**config.mk**
```make
export PLATFORM = sky130hd
export DESIGN_NAME = infix_calculator_stream_flat
export DESIGN_NICKNAME = d
export VERILOG_FILES = /design/src/rtl/icalc_pkg.sv /design/src/rtl/icalc_in_if.sv /design/src/rtl/icalc_out_if.sv /design/src/rtl/icalc_muldiv.sv /design/src/rtl/infix_calculator_stream.sv /design/src/flat_wrapper.sv
export SDC_FILE = /design/constraint.sdc
export NUM_CORES = 1
export LEC_CHECK = 0
export ABC_AREA = 1
export BUFFER_PORTS_ARGS = -buffer_cell sky130_fd_sc_hd__clkbuf_2
export CORE_MARGIN = 2
export CORE_UTILIZATION = 45
export CTS_BUF_LIST = sky130_fd_sc_hd__clkbuf_4 sky130_fd_sc_hd__clkbuf_8
export CTS_CLUSTER_DIAMETER = 30
export DETAILED_ROUTE_END_ITERATION = 10
export PLACE_DENSITY = 0.64
export SETUP_SLACK_MARGIN = 0.15
export SLEW_MARGIN = 15
export SYNTH_ARGS = -nofsm -noshare
export SYNTH_HDL_FRONTEND = slang
export SYNTH_HIERARCHICAL = 1
export SYNTH_SLANG_ARGS = --single-unit
```
**constraint.sdc**
```tcl
create_clock -name i_clk -period 4.6 [get_ports i_clk]
set_clock_uncertainty 0.15 [all_clocks]
set_input_delay 0.23 -clock i_clk [delete_from_list [all_inputs] [get_ports i_clk]]
set_output_delay 0.23 -clock i_clk [all_outputs]
set_load 0.02 [all_outputs]
```
**src/rtl/icalc_pkg.sv**
```systemverilog
package icalc_pkg;

    // fixed width of the result value field
    localparam int OUT_W = 32;

    // ascii codes that the parser looks for
    localparam logic [7:0] CH_PLUS  = 8'h2B;
    localparam logic [7:0] CH_MINUS = 8'h2D;
    localparam logic [7:0] CH_STAR  = 8'h2A;
    localparam logic [7:0] CH_SLASH = 8'h2F;
    localparam logic [7:0] CH_ZERO  = 8'h30;
    localparam logic [7:0] CH_NINE  = 8'h39;

    typedef enum logic [1:0] {
        OP_ADD = 2'd0,
        OP_SUB = 2'd1,
        OP_MUL = 2'd2,
        OP_DIV = 2'd3
    } t_op;

    typedef enum logic [1:0] {
        ST_OK      = 2'd0,
        ST_DIV0    = 2'd1,
        ST_MISSING = 2'd2
    } t_status;

    // sequencer of the top level
    typedef enum logic [1:0] {
        S_IDLE,
        S_APPLY,
        S_WAIT,
        S_FINAL
    } t_state;

    // states of the shared multiply/divide unit
    typedef enum logic [1:0] {
        U_IDLE,
        U_RUN,
        U_FIX
    } t_unit_state;

    // request from the sequencer to the multiply/divide unit
    typedef struct packed {
        logic start;
        logic is_div;
    } t_unit_req;

endpackage

```
**src/rtl/icalc_in_if.sv**
```systemverilog
interface icalc_in_if;
    logic       valid;
    logic       ready;
    logic [7:0] char_code;
    logic       end_of_expr;

    modport source (output valid, output char_code, output end_of_expr, input ready);
    modport sink (input valid, input char_code, input end_of_expr, output ready);
endinterface

```
**src/rtl/icalc_out_if.sv**
```systemverilog
interface icalc_out_if;
    logic               valid;
    logic               ready;
    logic signed [31:0] value;
    logic [1:0]         status;

    modport source (output valid, output value, output status, input ready);
    modport sink (input valid, input value, input status, output ready);
endinterface

```
**src/rtl/icalc_muldiv.sv**
```systemverilog
module icalc_muldiv
    import icalc_pkg::*;
#(
    parameter int W = 32
) (
    input  logic         i_clk,
    input  logic         i_rst_n,
    input  t_unit_req    i_req,
    input  logic [W-1:0] i_a,
    input  logic [W-1:0] i_b,
    output logic         o_done,
    output logic [W-1:0] o_result
);

    localparam int CW = $clog2(W + 1);
    localparam logic [W-1:0] ONE = {{(W-1){1'b0}}, 1'b1};

    t_unit_state r_ust, n_ust;
    logic          r_is_div;
    logic          r_neg_q;
    logic [W-1:0]  r_acc;
    logic [W-1:0]  r_x;
    logic [W-1:0]  r_y;
    logic [CW-1:0] r_cnt;

    logic [W:0] w_opa;
    logic [W:0] w_opb;
    logic [W:0] w_sum;
    logic       w_sub;

    // one shared adder: product accumulate, trial subtract, final negate
    always_comb begin
        w_opa = {1'b0, r_acc};
        w_opb = {1'b0, r_x};
        w_sub = 1'b0;
        if (r_ust == U_RUN && r_is_div) begin
            w_opa = {r_acc, r_x[W-1]};
            w_opb = {1'b0, r_y};
            w_sub = 1'b1;
        end else if (r_ust == U_FIX) begin
            w_opa = '0;
            w_opb = {1'b0, r_x};
            w_sub = 1'b1;
        end
        w_sum = w_opa + (w_sub ? ~w_opb : w_opb) + {{W{1'b0}}, w_sub};
    end

    // state register
    always_ff @(posedge i_clk) begin
        if (!i_rst_n) begin
            r_ust <= U_IDLE;
        end else begin
            r_ust <= n_ust;
        end
    end

    // next state
    always_comb begin
        n_ust = r_ust;
        case (r_ust)
            U_IDLE: begin
                if (i_req.start) begin
                    n_ust = U_RUN;
                end
            end
            U_RUN: begin
                if (r_cnt == '0) begin
                    n_ust = U_FIX;
                end
            end
            U_FIX: begin
                n_ust = U_IDLE;
            end
            default: begin
                n_ust = U_IDLE;
            end
        endcase
    end

    // datapath: one bit of product or quotient per cycle
    always_ff @(posedge i_clk) begin
        if (r_ust == U_IDLE && i_req.start) begin
            r_is_div <= i_req.is_div;
            r_acc    <= '0;
            r_cnt    <= CW'(W - 1);
            if (i_req.is_div) begin
                r_x     <= i_a[W-1] ? (~i_a) + ONE : i_a;
                r_y     <= i_b[W-1] ? (~i_b) + ONE : i_b;
                r_neg_q <= i_a[W-1] ^ i_b[W-1];
            end else begin
                r_x     <= i_a;
                r_y     <= i_b;
                r_neg_q <= 1'b0;
            end
        end else if (r_ust == U_RUN) begin
            r_cnt <= r_cnt - 1'b1;
            if (r_is_div) begin
                if (!w_sum[W]) begin
                    r_acc <= w_sum[W-1:0];
                    r_x   <= {r_x[W-2:0], 1'b1};
                end else begin
                    r_acc <= w_opa[W-1:0];
                    r_x   <= {r_x[W-2:0], 1'b0};
                end
            end else begin
                if (r_y[0]) begin
                    r_acc <= w_sum[W-1:0];
                end
                r_x <= {r_x[W-2:0], 1'b0};
                r_y <= {1'b0, r_y[W-1:1]};
            end
        end
    end

    // result is valid in the sign fix cycle
    assign o_done   = (r_ust == U_FIX);
    assign o_result = r_is_div ? (r_neg_q ? w_sum[W-1:0] : r_x) : r_acc;

    a_start_when_idle: assert property (@(posedge i_clk) disable iff (!i_rst_n)
        i_req.start |-> r_ust == U_IDLE)
        else $error("unit started while busy");

    a_rem_below_divisor: assert property (@(posedge i_clk) disable iff (!i_rst_n)
        (r_ust == U_RUN && r_is_div) |-> r_acc < r_y)
        else $error("partial remainder not below divisor");

    a_done_returns_idle: assert property (@(posedge i_clk) disable iff (!i_rst_n)
        o_done |=> r_ust == U_IDLE)
        else $error("unit did not return to idle after done");

endmodule

```
**src/rtl/infix_calculator_stream.sv**
```systemverilog
// Streaming infix calculator.
// Input channel i_in: one ascii character per beat (char_code) with end_of_expr
// set on the last character. Digits build non-negative decimal operands;
// + - * / are operators, * and / binding tighter; everything else is ignored.
// Output channel o_out: one beat per expression after its last character,
// carrying value (modulo 2^VALUE_WIDTH, fitted to OUT_W bits, zero when
// status is not ok) and status (ok, divide by zero, missing operand).
// A digit or an ignored character is taken directly. An operator that follows
// a digit closes the pending operation: + or - and a divide by zero are done
// in the sequencer, * or / in the bit-serial multiply/divide unit with a
// shared adder, and no new character is taken until it is closed. The last
// character closes the pending operation too and then forms the result,
// whose write to the output register may wait for o_out.ready.
// i_in.ready is high only while the sequencer waits for a character.
// The result sits in an output register; a new expression is taken in while
// it waits, and only the next result waits for o_out.ready.
// Reset (synchronous, active low) clears the evaluation state and drops any
// pending output beat; after each result the evaluation state clears again.
module infix_calculator_stream
    import icalc_pkg::*;
#(
    parameter int VALUE_WIDTH = 32
) (
    input logic          i_clk,
    input logic          i_rst_n,
    icalc_in_if.sink     i_in,
    icalc_out_if.source  o_out
);

    localparam int W = VALUE_WIDTH;

    t_state r_state, n_state;
    logic [W-1:0] r_total, n_total;
    logic [W-1:0] r_term, n_term;
    logic         r_term_neg, n_term_neg;
    t_op          r_pend, n_pend;
    logic [W-1:0] r_acc, n_acc;
    logic         r_seen, n_seen;
    t_status      r_fault, n_fault;
    t_op          r_new_op, n_new_op;
    logic         r_set_op, n_set_op;
    logic         r_last, n_last;
    logic         r_final_ok, n_final_ok;
    logic         r_out_valid, n_out_valid;
    logic [OUT_W-1:0] r_out_value, n_out_value;
    t_status      r_out_status, n_out_status;

    t_unit_req    w_req;
    logic         w_done;
    logic [W-1:0] w_result;

    logic         w_is_digit;
    logic         w_is_op;
    t_op          w_op_code;
    logic [7:0]   w_digit;
    logic [W-1:0] w_acc_next;
    logic [W-1:0] w_total_sum;
    t_status      w_fin_status;
    logic [W-1:0] w_fin_value;
    logic [OUT_W-1:0] w_fin_out;

    // character decode
    always_comb begin
        w_is_digit = i_in.char_code inside {[CH_ZERO:CH_NINE]};
        w_is_op    = i_in.char_code inside {CH_PLUS, CH_MINUS, CH_STAR, CH_SLASH};
        case (i_in.char_code)
            CH_PLUS:  w_op_code = OP_ADD;
            CH_MINUS: w_op_code = OP_SUB;
            CH_STAR:  w_op_code = OP_MUL;
            default:  w_op_code = OP_DIV;
        endcase
        w_digit = i_in.char_code - CH_ZERO;
    end

    // operand times ten plus digit, as two shifts and two adds
    assign w_acc_next = {r_acc[W-4:0], 3'b000} + {r_acc[W-2:0], 1'b0}
                      + {{(W-4){1'b0}}, w_digit[3:0]};

    // close the open term into the running total
    assign w_total_sum = r_term_neg ? r_total - r_term : r_total + r_term;

    // final status and value
    always_comb begin
        if (r_final_ok) begin
            w_fin_status = r_fault;
        end else if (r_fault != ST_OK) begin
            w_fin_status = r_fault;
        end else begin
            w_fin_status = ST_MISSING;
        end
        w_fin_value = (r_final_ok && w_fin_status == ST_OK) ? w_total_sum : '0;
    end

    // fit the value to the output field
    generate
        if (W >= OUT_W) begin : g_trunc
            assign w_fin_out = w_fin_value[OUT_W-1:0];
        end else begin : g_extend
            assign w_fin_out = {{(OUT_W-W){1'b0}}, w_fin_value};
        end
    endgenerate

    // shared multiply/divide unit
    icalc_muldiv #(
        .W (W)
    ) u_muldiv (
        .i_clk    (i_clk),
        .i_rst_n  (i_rst_n),
        .i_req    (w_req),
        .i_a      (r_term),
        .i_b      (r_acc),
        .o_done   (w_done),
        .o_result (w_result)
    );

    // state and evaluation registers
    always_ff @(posedge i_clk) begin
        if (!i_rst_n) begin
            r_state     <= S_IDLE;
            r_total     <= '0;
            r_term      <= '0;
            r_term_neg  <= 1'b0;
            r_pend      <= OP_ADD;
            r_acc       <= '0;
            r_seen      <= 1'b0;
            r_fault     <= ST_OK;
            r_out_valid <= 1'b0;
        end else begin
            r_state     <= n_state;
            r_total     <= n_total;
            r_term      <= n_term;
            r_term_neg  <= n_term_neg;
            r_pend      <= n_pend;
            r_acc       <= n_acc;
            r_seen      <= n_seen;
            r_fault     <= n_fault;
            r_out_valid <= n_out_valid;
        end
    end

    // payload registers
    always_ff @(posedge i_clk) begin
        r_new_op     <= n_new_op;
        r_set_op     <= n_set_op;
        r_last       <= n_last;
        r_final_ok   <= n_final_ok;
        r_out_value  <= n_out_value;
        r_out_status <= n_out_status;
    end

    // sequencer
    always_comb begin
        n_state      = r_state;
        n_total      = r_total;
        n_term       = r_term;
        n_term_neg   = r_term_neg;
        n_pend       = r_pend;
        n_acc        = r_acc;
        n_seen       = r_seen;
        n_fault      = r_fault;
        n_new_op     = r_new_op;
        n_set_op     = r_set_op;
        n_last       = r_last;
        n_final_ok   = r_final_ok;
        n_out_valid  = r_out_valid && !o_out.ready;
        n_out_value  = r_out_value;
        n_out_status = r_out_status;
        w_req        = '0;
        case (r_state)
            S_IDLE: begin
                if (i_in.valid) begin
                    n_last     = i_in.end_of_expr;
                    n_set_op   = 1'b0;
                    n_final_ok = 1'b0;
                    if (w_is_digit) begin
                        n_acc  = w_acc_next;
                        n_seen = 1'b1;
                        if (i_in.end_of_expr) begin
                            n_final_ok = 1'b1;
                            n_state    = S_APPLY;
                        end
                    end else if (w_is_op && r_seen) begin
                        n_new_op = w_op_code;
                        n_set_op = 1'b1;
                        n_state  = S_APPLY;
                    end else if (i_in.end_of_expr) begin
                        n_final_ok = r_seen;
                        n_state    = r_seen ? S_APPLY : S_FINAL;
                    end
                end
            end
            S_APPLY: begin
                n_acc  = '0;
                n_seen = 1'b0;
                if (r_set_op) begin
                    n_pend = r_new_op;
                end
                case (r_pend)
                    OP_ADD, OP_SUB: begin
                        n_total    = w_total_sum;
                        n_term     = r_acc;
                        n_term_neg = (r_pend == OP_SUB);
                        n_state    = r_last ? S_FINAL : S_IDLE;
                    end
                    OP_MUL: begin
                        w_req.start  = 1'b1;
                        w_req.is_div = 1'b0;
                        n_state      = S_WAIT;
                    end
                    default: begin
                        if (r_acc == '0) begin
                            if (r_fault == ST_OK) begin
                                n_fault = ST_DIV0;
                            end
                            n_term  = '0;
                            n_state = r_last ? S_FINAL : S_IDLE;
                        end else begin
                            w_req.start  = 1'b1;
                            w_req.is_div = 1'b1;
                            n_state      = S_WAIT;
                        end
                    end
                endcase
            end
            S_WAIT: begin
                if (w_done) begin
                    n_term  = w_result;
                    n_state = r_last ? S_FINAL : S_IDLE;
                end
            end
            S_FINAL: begin
                if (!r_out_valid || o_out.ready) begin
                    n_out_valid  = 1'b1;
                    n_out_value  = w_fin_out;
                    n_out_status = w_fin_status;
                    n_total      = '0;
                    n_term       = '0;
                    n_term_neg   = 1'b0;
                    n_pend       = OP_ADD;
                    n_acc        = '0;
                    n_seen       = 1'b0;
                    n_fault      = ST_OK;
                    n_state      = S_IDLE;
                end
            end
            default: begin
                n_state = S_IDLE;
            end
        endcase
    end

    // ports
    assign i_in.ready   = (r_state == S_IDLE);
    assign o_out.valid  = r_out_valid;
    assign o_out.value  = r_out_value;
    assign o_out.status = r_out_status;

    a_done_in_wait: assert property (@(posedge i_clk) disable iff (!i_rst_n)
        w_done |-> r_state == S_WAIT)
        else $error("multiply/divide result outside wait state");

    a_final_no_operand: assert property (@(posedge i_clk) disable iff (!i_rst_n)
        r_state == S_FINAL |-> !r_seen)
        else $error("pending operand not applied before final");

    a_fault_value_zero: assert property (@(posedge i_clk) disable iff (!i_rst_n)
        (r_out_valid && r_out_status != ST_OK) |-> r_out_value == '0)
        else $error("nonzero value with fault status");

endmodule
```
**src/flat_wrapper.sv**
```systemverilog
// flat-port wrapper written by rule: the top's interface ports become plain ports
module infix_calculator_stream_flat import icalc_pkg::*;
#(
    parameter int VALUE_WIDTH = 32
)
  (i_clk, i_rst_n, i_in_valid, i_in_char_code, i_in_end_of_expr, i_in_ready, o_out_valid, o_out_value, o_out_status, o_out_ready);
  icalc_in_if i_in_i ();
  icalc_out_if o_out_i ();
  input logic i_clk;
  input logic i_rst_n;
  input wire logic [$bits(i_in_i.valid)-1:0] i_in_valid;
  input wire logic [$bits(i_in_i.char_code)-1:0] i_in_char_code;
  input wire logic [$bits(i_in_i.end_of_expr)-1:0] i_in_end_of_expr;
  output wire logic [$bits(i_in_i.ready)-1:0] i_in_ready;
  output wire logic [$bits(o_out_i.valid)-1:0] o_out_valid;
  output wire logic [$bits(o_out_i.value)-1:0] o_out_value;
  output wire logic [$bits(o_out_i.status)-1:0] o_out_status;
  input wire logic [$bits(o_out_i.ready)-1:0] o_out_ready;
  assign i_in_i.valid = i_in_valid;
  assign i_in_i.char_code = i_in_char_code;
  assign i_in_i.end_of_expr = i_in_end_of_expr;
  assign i_in_ready = i_in_i.ready;
  assign o_out_valid = o_out_i.valid;
  assign o_out_value = o_out_i.value;
  assign o_out_status = o_out_i.status;
  assign o_out_i.ready = o_out_ready;
  infix_calculator_stream #(.VALUE_WIDTH(VALUE_WIDTH)) u_core (.i_clk(i_clk), .i_rst_n(i_rst_n), .i_in(i_in_i), .o_out(o_out_i));
endmodule
```
# [After elaboration in Yosys (flattened, before gate mapping)]
# Index checks and enable logic that the tools add are counted.
[op_classes] magnitude_cmp=2 addsub=10 n_eq_ne=27 reduce_logical=37 n_mux=73 n_bitwise=5
[op_table] cell="2-to-1 mux 32 bit" count=23
[op_table] cell="case mux 32 bit (3 select lines)" count=2
[op_table] cell="case mux 32 bit (2 select lines)" count=2
[op_table] cell="2-to-1 mux 33 bit" count=2
[op_table] cell="adder 32 x 1 -> 32 bit (second input constant)" count=2
[op_table] cell="adder 32 bit" count=2
[op_table] cell="inverter 32 bit" count=2
[op_table] cell="2-to-1 mux 2 bit" count=20
[op_table] cell="adder 33 x 1 -> 33 bit" count=1
[op_table] cell="adder 33 bit" count=1
[op_table] cell="inverter 33 bit" count=1
[op_table] cell="adder 32 x 4 -> 32 bit" count=1
[op_table] cell="equality test 8 x 6 -> 1 bit (second input constant)" count=4
[op_table] cell="logical NOT 32 bit" count=1
[op_table] cell="subtractor 32 bit" count=1
[op_table] cell="case mux 2 bit (2 select lines)" count=5
[op_table] cell="!= test 2 x 1 -> 1 bit (second input constant)" count=8
[op_table] cell="2-to-1 mux 1 bit" count=15
[op_table] cell="AND reduction 5 bit" count=3
[op_table] cell="logical NOT 2 bit" count=5
[op_table] cell="!= test 2 bit (second input constant)" count=5
[op_table] cell="AND reduction 2 bit" count=5
[op_table] cell="equality test 2 bit (second input constant)" count=4
[op_table] cell=">= comparator 8 x 6 -> 1 bit (second input constant)" count=1
[op_table] cell="24 further kinds" count=38
[word_totals] wordCells=176 in_bits=13 output_inout_bits=36 register_bits=250

# [Depth between registers and ports, before layout]
# Gate-level depths: netlist of the first run.
[depth] word_depth=11 ltp_mapped=28 ltp_nobuf=26

# [By module]
# The synthesis of the first run kept the hierarchy.
[modules_own_cells] mod="infix_calculator_stream" n_inst=1 area_per_inst_um2=11954.0 cells_per_inst=1952 seq_area_each_um2=3253.1
[modules_own_cells] mod="icalc_muldiv" n_inst=1 area_per_inst_um2=9635.5 cells_per_inst=1451 seq_area_each_um2=2782.7

# [Least setup slack after synthesis of the first run]
# Ideal clock, no wire load.
[synth_timing] path_type="flip-flop to flip-flop" from="register u_core.u_muldiv.r_is_div" to="register u_core.u_muldiv.r_y[0] (enable)" arrival_time_ps=3268 setup_slack_ps=716 n_path_buf=3 period_less_slack_ps=3884 setup_time_ps=466 required_time_ps=3984 stages_incl_launch_ff=5 path_cell_list="edfxtp_1 -> buf_4 -> clkbuf_1 -> clkbuf_1 -> o21ai_0"
[synth_via] elab_chain_len=2
[synth_lines] item="start: declaration" line="icalc_muldiv.sv:19" rtl="logic r_is_div;"
[synth_lines] item="start signal: assignment" line="icalc_muldiv.sv:83" rtl="r_is_div <= i_req.is_div;"
[synth_lines] item="!= test 2 x 1 -> 1 bit (no source line)"
[synth_lines] item="AND reduction 2 bit (no source line)"
[synth_lines] item="end signal: assignment" line="icalc_muldiv.sv:88" rtl="r_y <= i_b[W-1] ? (~i_b) + ONE : i_b;"
[synth_lines] item="end signal: assignment" line="icalc_muldiv.sv:92" rtl="r_y <= i_b;"
[synth_lines] item="end signal: assignment" line="icalc_muldiv.sv:110" rtl="r_y <= {1'b0, r_y[W-1:1]};"
[synth_lines] item="end: declaration" line="icalc_muldiv.sv:23" rtl="logic [W-1:0] r_y;"
# Every way passes these cells.
# A chain may end at the register's enable or synchronous reset.

# [Final worst setup path of the first run]
[layout_timing] from="register u_core.u_muldiv.r_is_div" to="register u_core.r_term[18]"
[layout_via] elab_chain_len=10 word_cells_on_any_way=12 cone_classes="add/sub: 2; mux: 8; bitwise: 1; reduce/logical: 1"
[layout_lines] item="logical AND 1 bit" line="icalc_muldiv.sv:36" rtl="if (r_ust == U_RUN && r_is_div) begin"
[layout_lines] item="2-to-1 mux 32 bit" line="icalc_muldiv.sv:36"
[layout_lines] item="inverter 33 bit" line="icalc_muldiv.sv:45" rtl="w_sum = w_opa + (w_sub ? ~w_opb : w_opb) + {{W{1'b0}}, w_sub};"
[layout_lines] item="2-to-1 mux 33 bit" line="icalc_muldiv.sv:45"
[layout_lines] item="adder 33 bit" line="icalc_muldiv.sv:45"
[layout_lines] item="adder 33 x 1 -> 33 bit" line="icalc_muldiv.sv:45"
[layout_lines] item="2-to-1 mux 32 bit" line="icalc_muldiv.sv:117" rtl="assign o_result = r_is_div ? (r_neg_q ? w_sum[W-1:0] : r_x) : r_acc;"
[layout_lines] item="2-to-1 mux 32 bit *" line="icalc_muldiv.sv:117"
[layout_lines] item="named net u_core.w_result[18]" line="infix_calculator_stream.sv:50" rtl="logic [W-1:0] w_result;"
[layout_lines] item="2-to-1 mux 32 bit *" line="infix_calculator_stream.sv:226" rtl="if (w_done) begin"
[layout_lines] item="case mux 32 bit (3 select lines) *" line="infix_calculator_stream.sv:169" rtl="case (r_state)"
[layout_lines] item="end signal: assignment" line="infix_calculator_stream.sv:131" rtl="r_term <= n_term;"
[layout_lines] item="end: declaration" line="infix_calculator_stream.sv:34" rtl="logic [W-1:0] r_term, n_term;"
# Mark *: on every way through the listed nets, which the timed path passes. The rest lies on a longest branch. The select of a mux whose other input is x is not followed.

==> flow_metrics.tcl, run 1 <==
set metrics [dict create \
    cts_tree "yes" \
    leakage_nw 11.98 \
    clock_latency_ns 0.66 \
    synthMuxAreaShare_pct 0 \
    clk_pin_slew_ns 0.06 \
    drive_above_1_share_pct 8.430 \
    fmax_ghz 0.2530 \
    worstReg2RegStart "u_core/u_muldiv/r_is_div$_DFFE_PP_" \
    drtPass1Iterations 5 \
    avgSynthCellArea_um2 6.344 \
    antenna_found_initial 3 \
    crit_path_cell_trace "nand3_2, nand2_1, clkinv_1, buf_4, nand2_1, o211ai_1, ha_1, nand2_1, nor2_1, inv_1, nor3_1, nand4_1, nand3_1, xnor2_1, inv_1, o21ai_0, o21ai_0, nand2_1, o21ai_0, nand3b_1, nand2_1, nor2_1" \
    run_status "completed" \
    dieArea_um2 49740 \
    clock-sinks 249 \
    synth_flop_cell "dfxtp_1" \
    drv_slew 0 \
    grt-ovfl-total 0 \
    rows 80 \
    vias 22080 \
    cts_setup_buffers 0 \
    pin_count 49 \
    synthesis.area_um2 21590 \
    cts_root_buf "clkbuf_8" \
    slowest_stage "edfxtp_1" \
    initial_utilization_pct 45.41 \
    die_h_um 223.0 \
    fin_crit_sh_pct 85.93 \
    final_nets 3616 \
    setup-violations-final 0 \
    grt_pass1_vias 20720 \
    hpwl_um 53930 \
    synthSimpleGateAreaFrac_pct 34.31 \
    numCtsBuffers 73 \
    grt_pass1_wl_um 112000 \
    synth_cell_types 56 \
    synth_enable_flop_cells 105 \
    whs_ns 0.03755 \
    ir_drop_uv 243.8 \
    synth_top_family_by_area "simple AND/OR/NAND/NOR gates" \
    synth_compound_area_share_pct 13.89 \
    async_flop_share_pct 0 \
    routabilityCongestion 0.9835 \
    synthXorXnorAreaFrac_pct 4.909 \
    syn_inst 3403 \
    crit_arrival_ns 4.35 \
    ys_warn_count 6 \
    cap_viol_max_count 0 \
    drtIter0Drc 1925 \
    synth_adder_area_share_pct 7.615 \
    worstPathRequired_ns 5.00 \
    antenna_left 0 \
    cts_max_level 3 \
    fp.dieW_um 223.0 \
    p_per_area_nw_per_um2 565.8 \
    areaGrowthSynthToFinish_pct 13.31 \
    fin_tns_setup_ns 0 \
    slew-limit-headroom_pct 28.76 \
    antenna_cells 0 \
    synth_nets 3545 \
    worstSetupPathType "register to register" \
    endpoint_kind "register" \
    crit_top_cell "nand2_1" \
    critPathLaunch "u_core/u_muldiv/r_is_div$_DFFE_PP_" \
    start_kind "register" \
    cts_repair_resize_count 0 \
    rsz0062_at_grt "false" \
    cts_buffer_depth 3 \
    hold_viol 0 \
    avgViaCountPerCell 5.321 \
    portBuffers 48 \
    grt_start_max_net_pins 103 \
    cp_max_fo 20 \
    ys_seq_elements 249 \
    worst_pin_slew_ns 1.066 \
    coreArea_um2 47550 \
    wl_per_cell_um 16.89 \
    min_path_type "input pin to register" \
    critPathMaxStageDelay_ns 0.43 \
    ys_seq_area_share_pct 27.96 \
    drc 0 \
    min_period_ns 3.953 \
    min_from "i_in_char_code[3]" \
    finalWirelength_um 70090 \
    grt_util_all_layers_pct 28.37 \
]
what timing repair did:
action                     4_1_cts  5_1_grt
setup endpoints to repair        0        0
hold buffers                    14        0
hold endpoints to repair        49        0
area by class of cell:
| type | instances | area, µm² |
|---|---|---|
| Sequential cell | 249 | 6036 |
| Timing Repair Buffer | 103 | 738.2 |
| Fill cell | 4969 | 23080 |
| Tap cell | 615 | 769.5 |
| Clock buffer | 94 | 1225 |
| Clock inverter | 42 | 618.1 |
| Multi-Input combinational cell | 2537 | 13160 |
| Inverter | 510 | 1922 |
per-layer routing:
layer,vias up,share of wire [%],GRT usage (%)
li1,11160,-,-
met1,9993,44,37.62
met2,765,45,45.04
met3,161,7.1,5.018
met4,0,4.2,12.97
met5,-,0,0
worst max-delay path, delay by kind of cell, from the launching register on:
kind	cells	cell delay, ns
adders and majority gates	1	0.39
DFF	1	0.43
buffers and inverters	4	0.46
AOI/OAI and AO/OA	4	0.46
xor gates and xnor gates	1	0.20
and+or+nand+nor	12	1.75
cells in the final DEF, fill, tap and decap left out, drive strengths merged, types with 14 or more instances in the layout:
cell type / Yosys / layout
dlygate4sd3: 0 / 14
nand2: 1013 / 1013
ha: 125 / 125
or2: 23 / 23
nor3: 50 / 50
nor2: 365 / 365
o211ai: 39 / 39
o21ai: 196 / 196
buf: 44 / 41
inv: 506 / 508
xnor2: 35 / 35
nand3b: 57 / 57
edfxtp: 105 / 105
a21oi: 217 / 217
o22ai: 43 / 43
a31oi: 14 / 14
dfxtp: 144 / 144
nand4: 34 / 34
xor2: 86 / 86
nand3: 189 / 189
clkinv: 4 / 20
clkbuf: 63 / 142
bufinv: 0 / 15
synth_stat cells, drive strengths merged (43+ instances only):
cell type | instances | share of area (%)
nand2 | 1013 | 18
inv | 506 | 8.8
nor2 | 365 | 6.5
a21oi | 217 | 5.1
o21ai | 196 | 4.5
nand3 | 189 | 4.5
dfxtp | 144 | 13
ha | 125 | 7.2
edfxtp | 105 | 15
xor2 | 86 | 3.5
clkbuf | 63 | 1.1
nand3b | 57 | 2.0
nor3 | 50 | 1.3
buf | 44 | 1.3
o22ai | 43 | 1.2
power by group:
part | total, mW | internal (mW) | leakage, nW | switching, mW
clock network | 3.89 | 2.60 | 0.924 | 1.29
logic | 6.77 | 2.23 | 8.92 | 4.53
registers | 3.19 | 2.77 | 2.13 | 0.413
registers in the layout (all words and copies together) (netlist names), 2 cells and up:
signal / flops
u_core/r_pend: 2
u_core/u_muldiv/r_cnt: 6
u_core/r_new_op: 2
u_core/o_out.status: 2
u_core/u_muldiv/r_y: 32
u_core/u_muldiv/r_ust: 2
u_core/r_acc: 32
u_core/r_term: 32
u_core/r_total: 32
u_core/u_muldiv/r_x: 32
u_core/u_muldiv/r_acc: 32
u_core/r_state: 2
u_core/o_out.value: 32
per-stage QoR:
stage          worst slack [ns]  total power, mW  std cells  util (%)  cell area (µm²)
2_1_floorplan            0.7162            8.243       3403         -            21590
3_3_place_gp             0.7473            9.912       4000     47.28            22480
3_5_place_dp             0.6746            9.916       4000     47.28            22480
4_1_cts                  0.6780            13.89       4150     51.45            24460
5_1_grt                  0.1957            14.97       4150     51.45            24460
6_report                 0.6473            13.84       4150     51.45            24460
logic make-up after synthesis:
kind of cell	count (synthesis)
AND/OR/NAND/NOR	1749
buffers and inverters	617
flip-flops	249
AO/OA/AOI/OAI	538
XOR/XNOR	121
adder cells (fa/ha/maj)	129
path summary, 6_finish.rpt:
check                                          end  slack [ns]  depth (start not counted)
hold / removal        u_core/r_new_op[0]$_DFFE_PP_        0.04                          6
setup reg to reg    u_core/r_term[18]$_SDFFE_PN0P_        0.65                         22
hold reg to reg   u_core/o_out.status[0]$_DFFE_PP_        0.31                          0
setup / recovery    u_core/r_term[18]$_SDFFE_PN0P_        0.65                         22
Power figures use the tool's default switching activity.
==> run 2: changes to the inputs <==
--- a/config.mk
+++ b/config.mk
@@ -6,6 +6,7 @@
 export NUM_CORES = 1
 export LEC_CHECK = 0
 export ABC_AREA = 1
+export ABC_CLOCK_PERIOD_IN_PS = 4600
 export BUFFER_PORTS_ARGS = -buffer_cell sky130_fd_sc_hd__clkbuf_2
 export CORE_MARGIN = 2
 export CORE_UTILIZATION = 45
==> constraint.sdc (replaced) <==
create_clock -name i_clk -period 4.6 [get_ports i_clk]
set_clock_uncertainty 0.15 [all_clocks]
set_input_delay 0.92 -clock i_clk [delete_from_list [all_inputs] [get_ports i_clk]]
set_output_delay 0.92 -clock i_clk [all_outputs]
set_load 0.02 [all_outputs]
==> run 2 against run 1 <==
Total power decreased by 1.4%. Cell count about the same. Worst setup slack got worse by 0.088 ns. Clock-buffer cell count decreased by 4. Non-clock buffer count decreased by 8.
==> flow_metrics.tcl, run 2 (synthesized netlist as in run 1, its figures left out) <==
set metrics [dict create \
    fp.dieW_um 223.0 \
    numCtsBuffers 75 \
    cts_tree "yes" \
    wl_met3_um 4988 \
    min_path_type "register to register" \
    wl_per_cell_um 17.02 \
    initial_utilization_pct 45.41 \
    worst-r2r-setup-slack_ns 0.56 \
    reg2reg_depth 22 \
    leakage_nw 11.91 \
    areaGrowthSynthToFinish_pct 12.39 \
    clock_latency_ns 0.68 \
    wl_met1_um 31230 \
    die_h_um 223.0 \
    hold_viol 0 \
    coreArea_um2 47550 \
    portBuffers 48 \
    cts_max_level 3 \
    r2r_end "u_core/r_term[28]$_SDFFE_PN0P_" \
    cap_viol_max_count 0 \
    drc 0 \
    grt-ovfl-total 0 \
    run_status "completed" \
    clk_pin_slew_ns 0.05 \
    worstReg2RegStart "u_core/u_muldiv/r_ust[0]$_SDFFE_PN0P_" \
    cts_root_buf "clkbuf_8" \
    slew-limit-headroom_pct 25.74 \
    drtPass1Iterations 6 \
    critPathLaunch "u_core/u_muldiv/r_ust[0]$_SDFFE_PN0P_" \
    drive_above_1_share_pct 8.669 \
    cts_buffer_depth 3 \
    finalWirelength_um 70570 \
    setup-violations-final 0 \
    seqCellArea_um2 6036 \
    fin_crit_sh_pct 87.85 \
    vias 22110 \
    dieArea_um2 49740 \
    antenna_found_initial 1 \
    cp_max_fo 20 \
    layoutNonFillerInstCount 4146 \
    worst_pin_slew_ns 1.111 \
    start_kind "register" \
    multi_input_area_um2 13160 \
    wl_met2_um 31920 \
    holdPathStages 2 \
    worstPathRequired_ns 4.99 \
    endpoint_kind "register" \
    grt_pass1_vias 20530 \
    fin_tns_setup_ns 0 \
    critical_path.endpoint "u_core/r_term[28]$_SDFFE_PN0P_" \
    avgViaCountPerCell 5.334 \
    drtIter0Drc 1843 \
    top_layer "met4" \
    fmax_ghz 0.2475 \
    worstSetupPathType "register to register" \
    antenna_left 0 \
    mostFrequentLayoutCells "nand2_1, inv_1, nor2_1" \
    p_per_area_nw_per_um2 562.6 \
    routabilityCongestion 0.9539 \
    rows 80 \
    clock-sinks 249 \
    hpwl_um 53970 \
    crit_arrival_ns 4.43 \
    finalPower_mw 13.65 \
    fill_cells 4967 \
    ir_drop_uv 277.7 \
    grt_pass1_wl_um 111100 \
    final_common_cell "nand2_1" \
    pin_count 49 \
    grt_util_all_layers_pct 28.18 \
    rsz0062_at_grt "false" \
    dp.cells 4006 \
    grt_start_max_net_pins 108 \
    final_nets 3610 \
    min_period_ns 4.041 \
    drv_slew 0 \
]
run 2: cell count changes in the layout (fill, tap and decap cells not counted), moves of 2 or more:
| cell | before | now |
|---|---|---|
| buf_4 | 37 | 44 |
| bufinv_16 | 15 | 11 |
| clkbuf_4 | 11 | 8 |
| clkinv_1 | 9 | 11 |
| clkinv_2 | 10 | 17 |
| dlygate4sd3_1 | 14 | 0 |
| inv_6 | 0 | 2 |
run 2: per-stage QoR:
stage,util [%],hold slack [ns],setup WS (ns),instance area (µm²)
after floorplan,-,0.2736,0.7162,21590
after global placement,47.35,0.2902,0.5609,22510
after detailed placement,47.35,0.2970,0.5538,22510
after CTS,51.02,0.3122,0.5115,24260
after global routing,51.03,0.3198,0.2080,24260
final,51.03,0.3137,0.5589,24260
run 2: layout make-up:
type	instances	share of cell area, %
diodes	1	0.01031
clock buffers	90	4.899
clock inverters	49	2.289
inverters	510	7.920
multi-input cells	2537	54.24
flip-flops and latches	249	24.87
well taps	615	3.171
repair buffers	95	2.599
run 2: per-layer routing:
| metal | GRT usage [%] | vias up |
|---|---|---|
| met5 | 0 | - |
| met4 | 10.85 | 0 |
| met3 | 4.991 | 147 |
| met2 | 45.61 | 734 |
| met1 | 37.41 | 10080 |
| li1 | - | 11150 |
run 2: how the worst min path moves through the flow:
stage	endpoint	startpoint	slack (ns)
detailed placement	u_core/o_out.status[0]$_DFFE_PP_	u_core/r_fault[0]$_SDFFE_PN0P_	0.30
CTS	u_core/r_last$_DFFE_PP_	i_in_end_of_expr	0.31
global route	u_core/r_last$_DFFE_PP_	i_in_end_of_expr	0.32
global placement	u_core/o_out.status[0]$_DFFE_PP_	u_core/r_fault[0]$_SDFFE_PN0P_	0.29
finish	u_core/u_muldiv/r_acc[31]$_SDFFE_PP0P_	u_core/u_muldiv/r_acc[31]$_SDFFE_PP0P_	0.31
floorplan	u_core/u_muldiv/r_cnt[5]$_SDFFE_PP0N_	u_core/u_muldiv/r_cnt[5]$_SDFFE_PP0N_	0.27
run 2: where the power goes:
part	leakage (nW)	total (mW)	switching, mW	internal, mW
Combinational	8.90	6.79	4.56	2.23
Sequential	2.13	3.18	0.409	2.77
Clock	0.884	3.68	1.33	2.35
run 2: worst max-delay path: stages, from the launching register on:
cell      delay, ns
dfxtp_1        0.32
inv_2          0.09
nand2_1        0.08
inv_1          0.57
nor2_1         0.09
o21ai_0        0.15
o21ai_0        0.13
ha_1           0.40
a21oi_1        0.22
o21ai_0        0.13
a21oi_1        0.18
nand2_2        0.13
nand2_1        0.08
nand3_1        0.12
nand2_1        0.12
nand3b_1       0.10
a21oi_1        0.26
o22ai_1        0.12
nand2_1        0.08
o21ai_0        0.07
nand3b_1       0.19
nand2_1        0.07
nor2_1         0.04
run 2: what timing repair did:
item                       4_1_cts  5_1_grt
setup buffers                    0        0
setup endpoints to repair        0        2
hold buffers                     0        0
resized for setup                0        1
==> run 3: changes to the inputs <==
--- a/config.mk
+++ b/config.mk
@@ -7,11 +7,11 @@
 export LEC_CHECK = 0
 export ABC_AREA = 1
 export ABC_CLOCK_PERIOD_IN_PS = 4600
-export BUFFER_PORTS_ARGS = -buffer_cell sky130_fd_sc_hd__clkbuf_2
+export BUFFER_PORTS_ARGS = -buffer_cell sky130_fd_sc_hd__buf_2
 export CORE_MARGIN = 2
 export CORE_UTILIZATION = 45
 export CTS_BUF_LIST = sky130_fd_sc_hd__clkbuf_4 sky130_fd_sc_hd__clkbuf_8
-export CTS_CLUSTER_DIAMETER = 30
+export CTS_CLUSTER_DIAMETER = 40
 export DETAILED_ROUTE_END_ITERATION = 10
 export PLACE_DENSITY = 0.64
 export SETUP_SLACK_MARGIN = 0.15
==> run 3 against run 2 <==
Routed wire length shrank 1.3%. Sequential power is essentially flat. Highest routed layer unchanged. Final area shrank 1.7%. Via count shrank 0.73%. Core utilization shrank 0.85 points. Worst hold slack lost 0.0051 ns. Total power shrank 5.4%. Sequential cell count is the same. Critical path depth shrank 1.
==> flow_metrics.tcl, run 3 (synthesized netlist as in run 1, its figures left out) <==
set metrics [dict create \
    run_status "completed" \
    endpoint_kind "register" \
    finalWirelength_um 69650 \
    avgViaCountPerCell 5.339 \
    antenna_cells 0 \
    cts_buffer_depth 3 \
    final_nets 3591 \
    fin_tns_setup_ns 0 \
    grt_util_all_layers_pct 27.85 \
    rsz0062_at_grt "false" \
    fin_crit_sh_pct 88.41 \
    hold_viol 0 \
    clock-sinks 249 \
    antenna_left 0 \
    ir_drop_uv 296.8 \
    hold_buffers 0 \
    areaGrowthSynthToFinish_pct 10.52 \
    drtPass1Iterations 6 \
    slew-limit-headroom_pct 24.69 \
    portBuffers 48 \
    worstSetupPathType "register to register" \
    numCtsBuffers 57 \
    vias 21950 \
    drive_above_1_share_pct 7.921 \
    clock_latency_ns 0.67 \
    clk_pin_slew_ns 0.06 \
    r2r_end "u_core/r_term[21]$_SDFFE_PN0P_" \
    cts_tree "yes" \
    grt_start_max_net_pins 115 \
    pin_count 49 \
    final_core_util_pct 50.19 \
    min_period_ns 4.067 \
    routabilityCongestion 0.9556 \
    hpwl_um 53470 \
    cts_max_level 2 \
    whs_endpoint "u_core/o_out.status[0]$_DFFE_PP_" \
    rows 80 \
    drv_slew 0 \
    fp.dieW_um 223.0 \
    initial_utilization_pct 45.41 \
    drc 0 \
    reg2reg_depth 21 \
    cp_max_fo 11 \
    start_kind "register" \
    wl_met3_um 4992 \
    die_h_um 223.0 \
    worstReg2RegStart "u_core/u_muldiv/r_ust[0]$_SDFFE_PN0P_" \
    grt_pass1_vias 20370 \
    worst_pin_slew_ns 1.127 \
    cts_root_buf "clkbuf_8" \
    dieArea_um2 49740 \
    antenna_found_initial 0 \
    layoutNonFillerInstCount 4112 \
    holdPathStages 0 \
    grt-ovfl-total 0 \
    grt_pass1_wl_um 110500 \
    worstPathRequired_ns 5.00 \
    fmax_ghz 0.2459 \
    drtIter0Drc 2083 \
    min_from "u_core/r_fault[0]$_SDFFE_PN0P_" \
    p_per_area_nw_per_um2 541.1 \
    coreArea_um2 47550 \
    wl_met1_um 30660 \
    wl_met2_um 31300 \
    fill_cells 5071 \
    cap_viol_max_count 0 \
    worst-r2r-setup-slack_ns 0.53 \
    mostFrequentLayoutCells "nand2_1, inv_1, nor2_1" \
    crit_arrival_ns 4.46 \
    final_common_cell "nand2_1" \
    min_path_type "register to register" \
    setup-violations-final 0 \
    leakage_nw 11.71 \
    top_layer "met4" \
    finalInstanceArea_um2 23860 \
    dp.cells 4003 \
    place_area_um2 22490 \
    wl_per_cell_um 16.94 \
]
## run 3: changes by cell type in the layout (fill, tap and decap cells not counted), sizes merged, moves of 2 or more
cell / before / now
clkinv: 30 / 22
bufinv: 11 / 8
buf: 47 / 94
clkinvlp: 9 / 5
clkbuf: 138 / 75
inv: 509 / 507
## run 3: routing by layer
layer  up-vias  GRT usage (%)
li1      11090              -
met1      9964          37.51
met2       750          44.76
met3       152          4.320
met4         0          11.02
met5         -              0
## run 3: where the power goes
group	internal [mW]	switching, mW
registers	2.77	0.401
logic	2.23	4.52
clock network	1.84	1.16
total	6.84	6.07
## run 3: how the worst max path moves through the flow
stage                                           end  slack [ns]  depth (start not counted)                             startpoint
2_1_floorplan      u_core/u_muldiv/r_y[0]$_DFFE_PP_        0.72                          4     u_core/u_muldiv/r_is_div$_DFFE_PP_
3_3_place_gp         u_core/r_term[22]$_SDFFE_PN0P_        0.60                         23     u_core/u_muldiv/r_is_div$_DFFE_PP_
3_5_place_dp         u_core/r_term[22]$_SDFFE_PN0P_        0.57                         23     u_core/u_muldiv/r_is_div$_DFFE_PP_
4_1_cts              u_core/r_term[22]$_SDFFE_PN0P_        0.52                         23     u_core/u_muldiv/r_is_div$_DFFE_PP_
5_1_grt        u_core/o_out.value[17]$_SDFFCE_PN0P_        0.18                         18          u_core/r_term[0]$_SDFFE_PN0P_
6_report             u_core/r_term[21]$_SDFFE_PN0P_        0.53                         21  u_core/u_muldiv/r_ust[0]$_SDFFE_PN0P_
## run 3: metrics by stage
stage          power [mW]  hold WS (ns)  setup slack (ns)
6_report            12.91        0.3086            0.5333
5_1_grt             14.02        0.3061            0.1820
4_1_cts             12.94        0.3034            0.5187
3_5_place_dp        9.884        0.2947            0.5716
3_3_place_gp        9.861        0.2885            0.5999
2_1_floorplan       8.243        0.2736            0.7162
## run 3: layout make-up
cell class,count,area (µm²),share of cell area (%)
multi-input combinational,2537,13160,55.16
sequential,249,6036,25.29
inverter,510,1922,8.054
clock buffer,75,975.9,4.090
tap,615,769.5,3.225
timing repair buffer,94,623.1,2.611
clock inverter,32,372.9,1.563
## run 3: timing repair
item / 4_1_cts / 5_1_grt
gates resized for setup: 0 / 2
setup buffers: 0 / 2
endpoints found under the hold margin: 0 / 0
endpoints found under the setup margin: 0 / 5
## run 3: worst max-delay path, stage by stage (launching register included)
cell	delay [ns]
dfxtp_1	0.32
inv_2	0.09
nand2_1	0.09
inv_1	0.44
buf_4	0.29
nand2_1	0.06
o211ai_1	0.16
ha_1	0.36
a21o_1	0.20
a31oi_1	0.29
o21ai_0	0.14
a21boi_0	0.17
nand2_1	0.14
xnor2_1	0.24
nand2_1	0.09
o211ai_1	0.08
o21ai_0	0.12
nand2_1	0.09
o21ai_0	0.08
nand3b_1	0.20
nand2_1	0.08
nor2_1	0.04
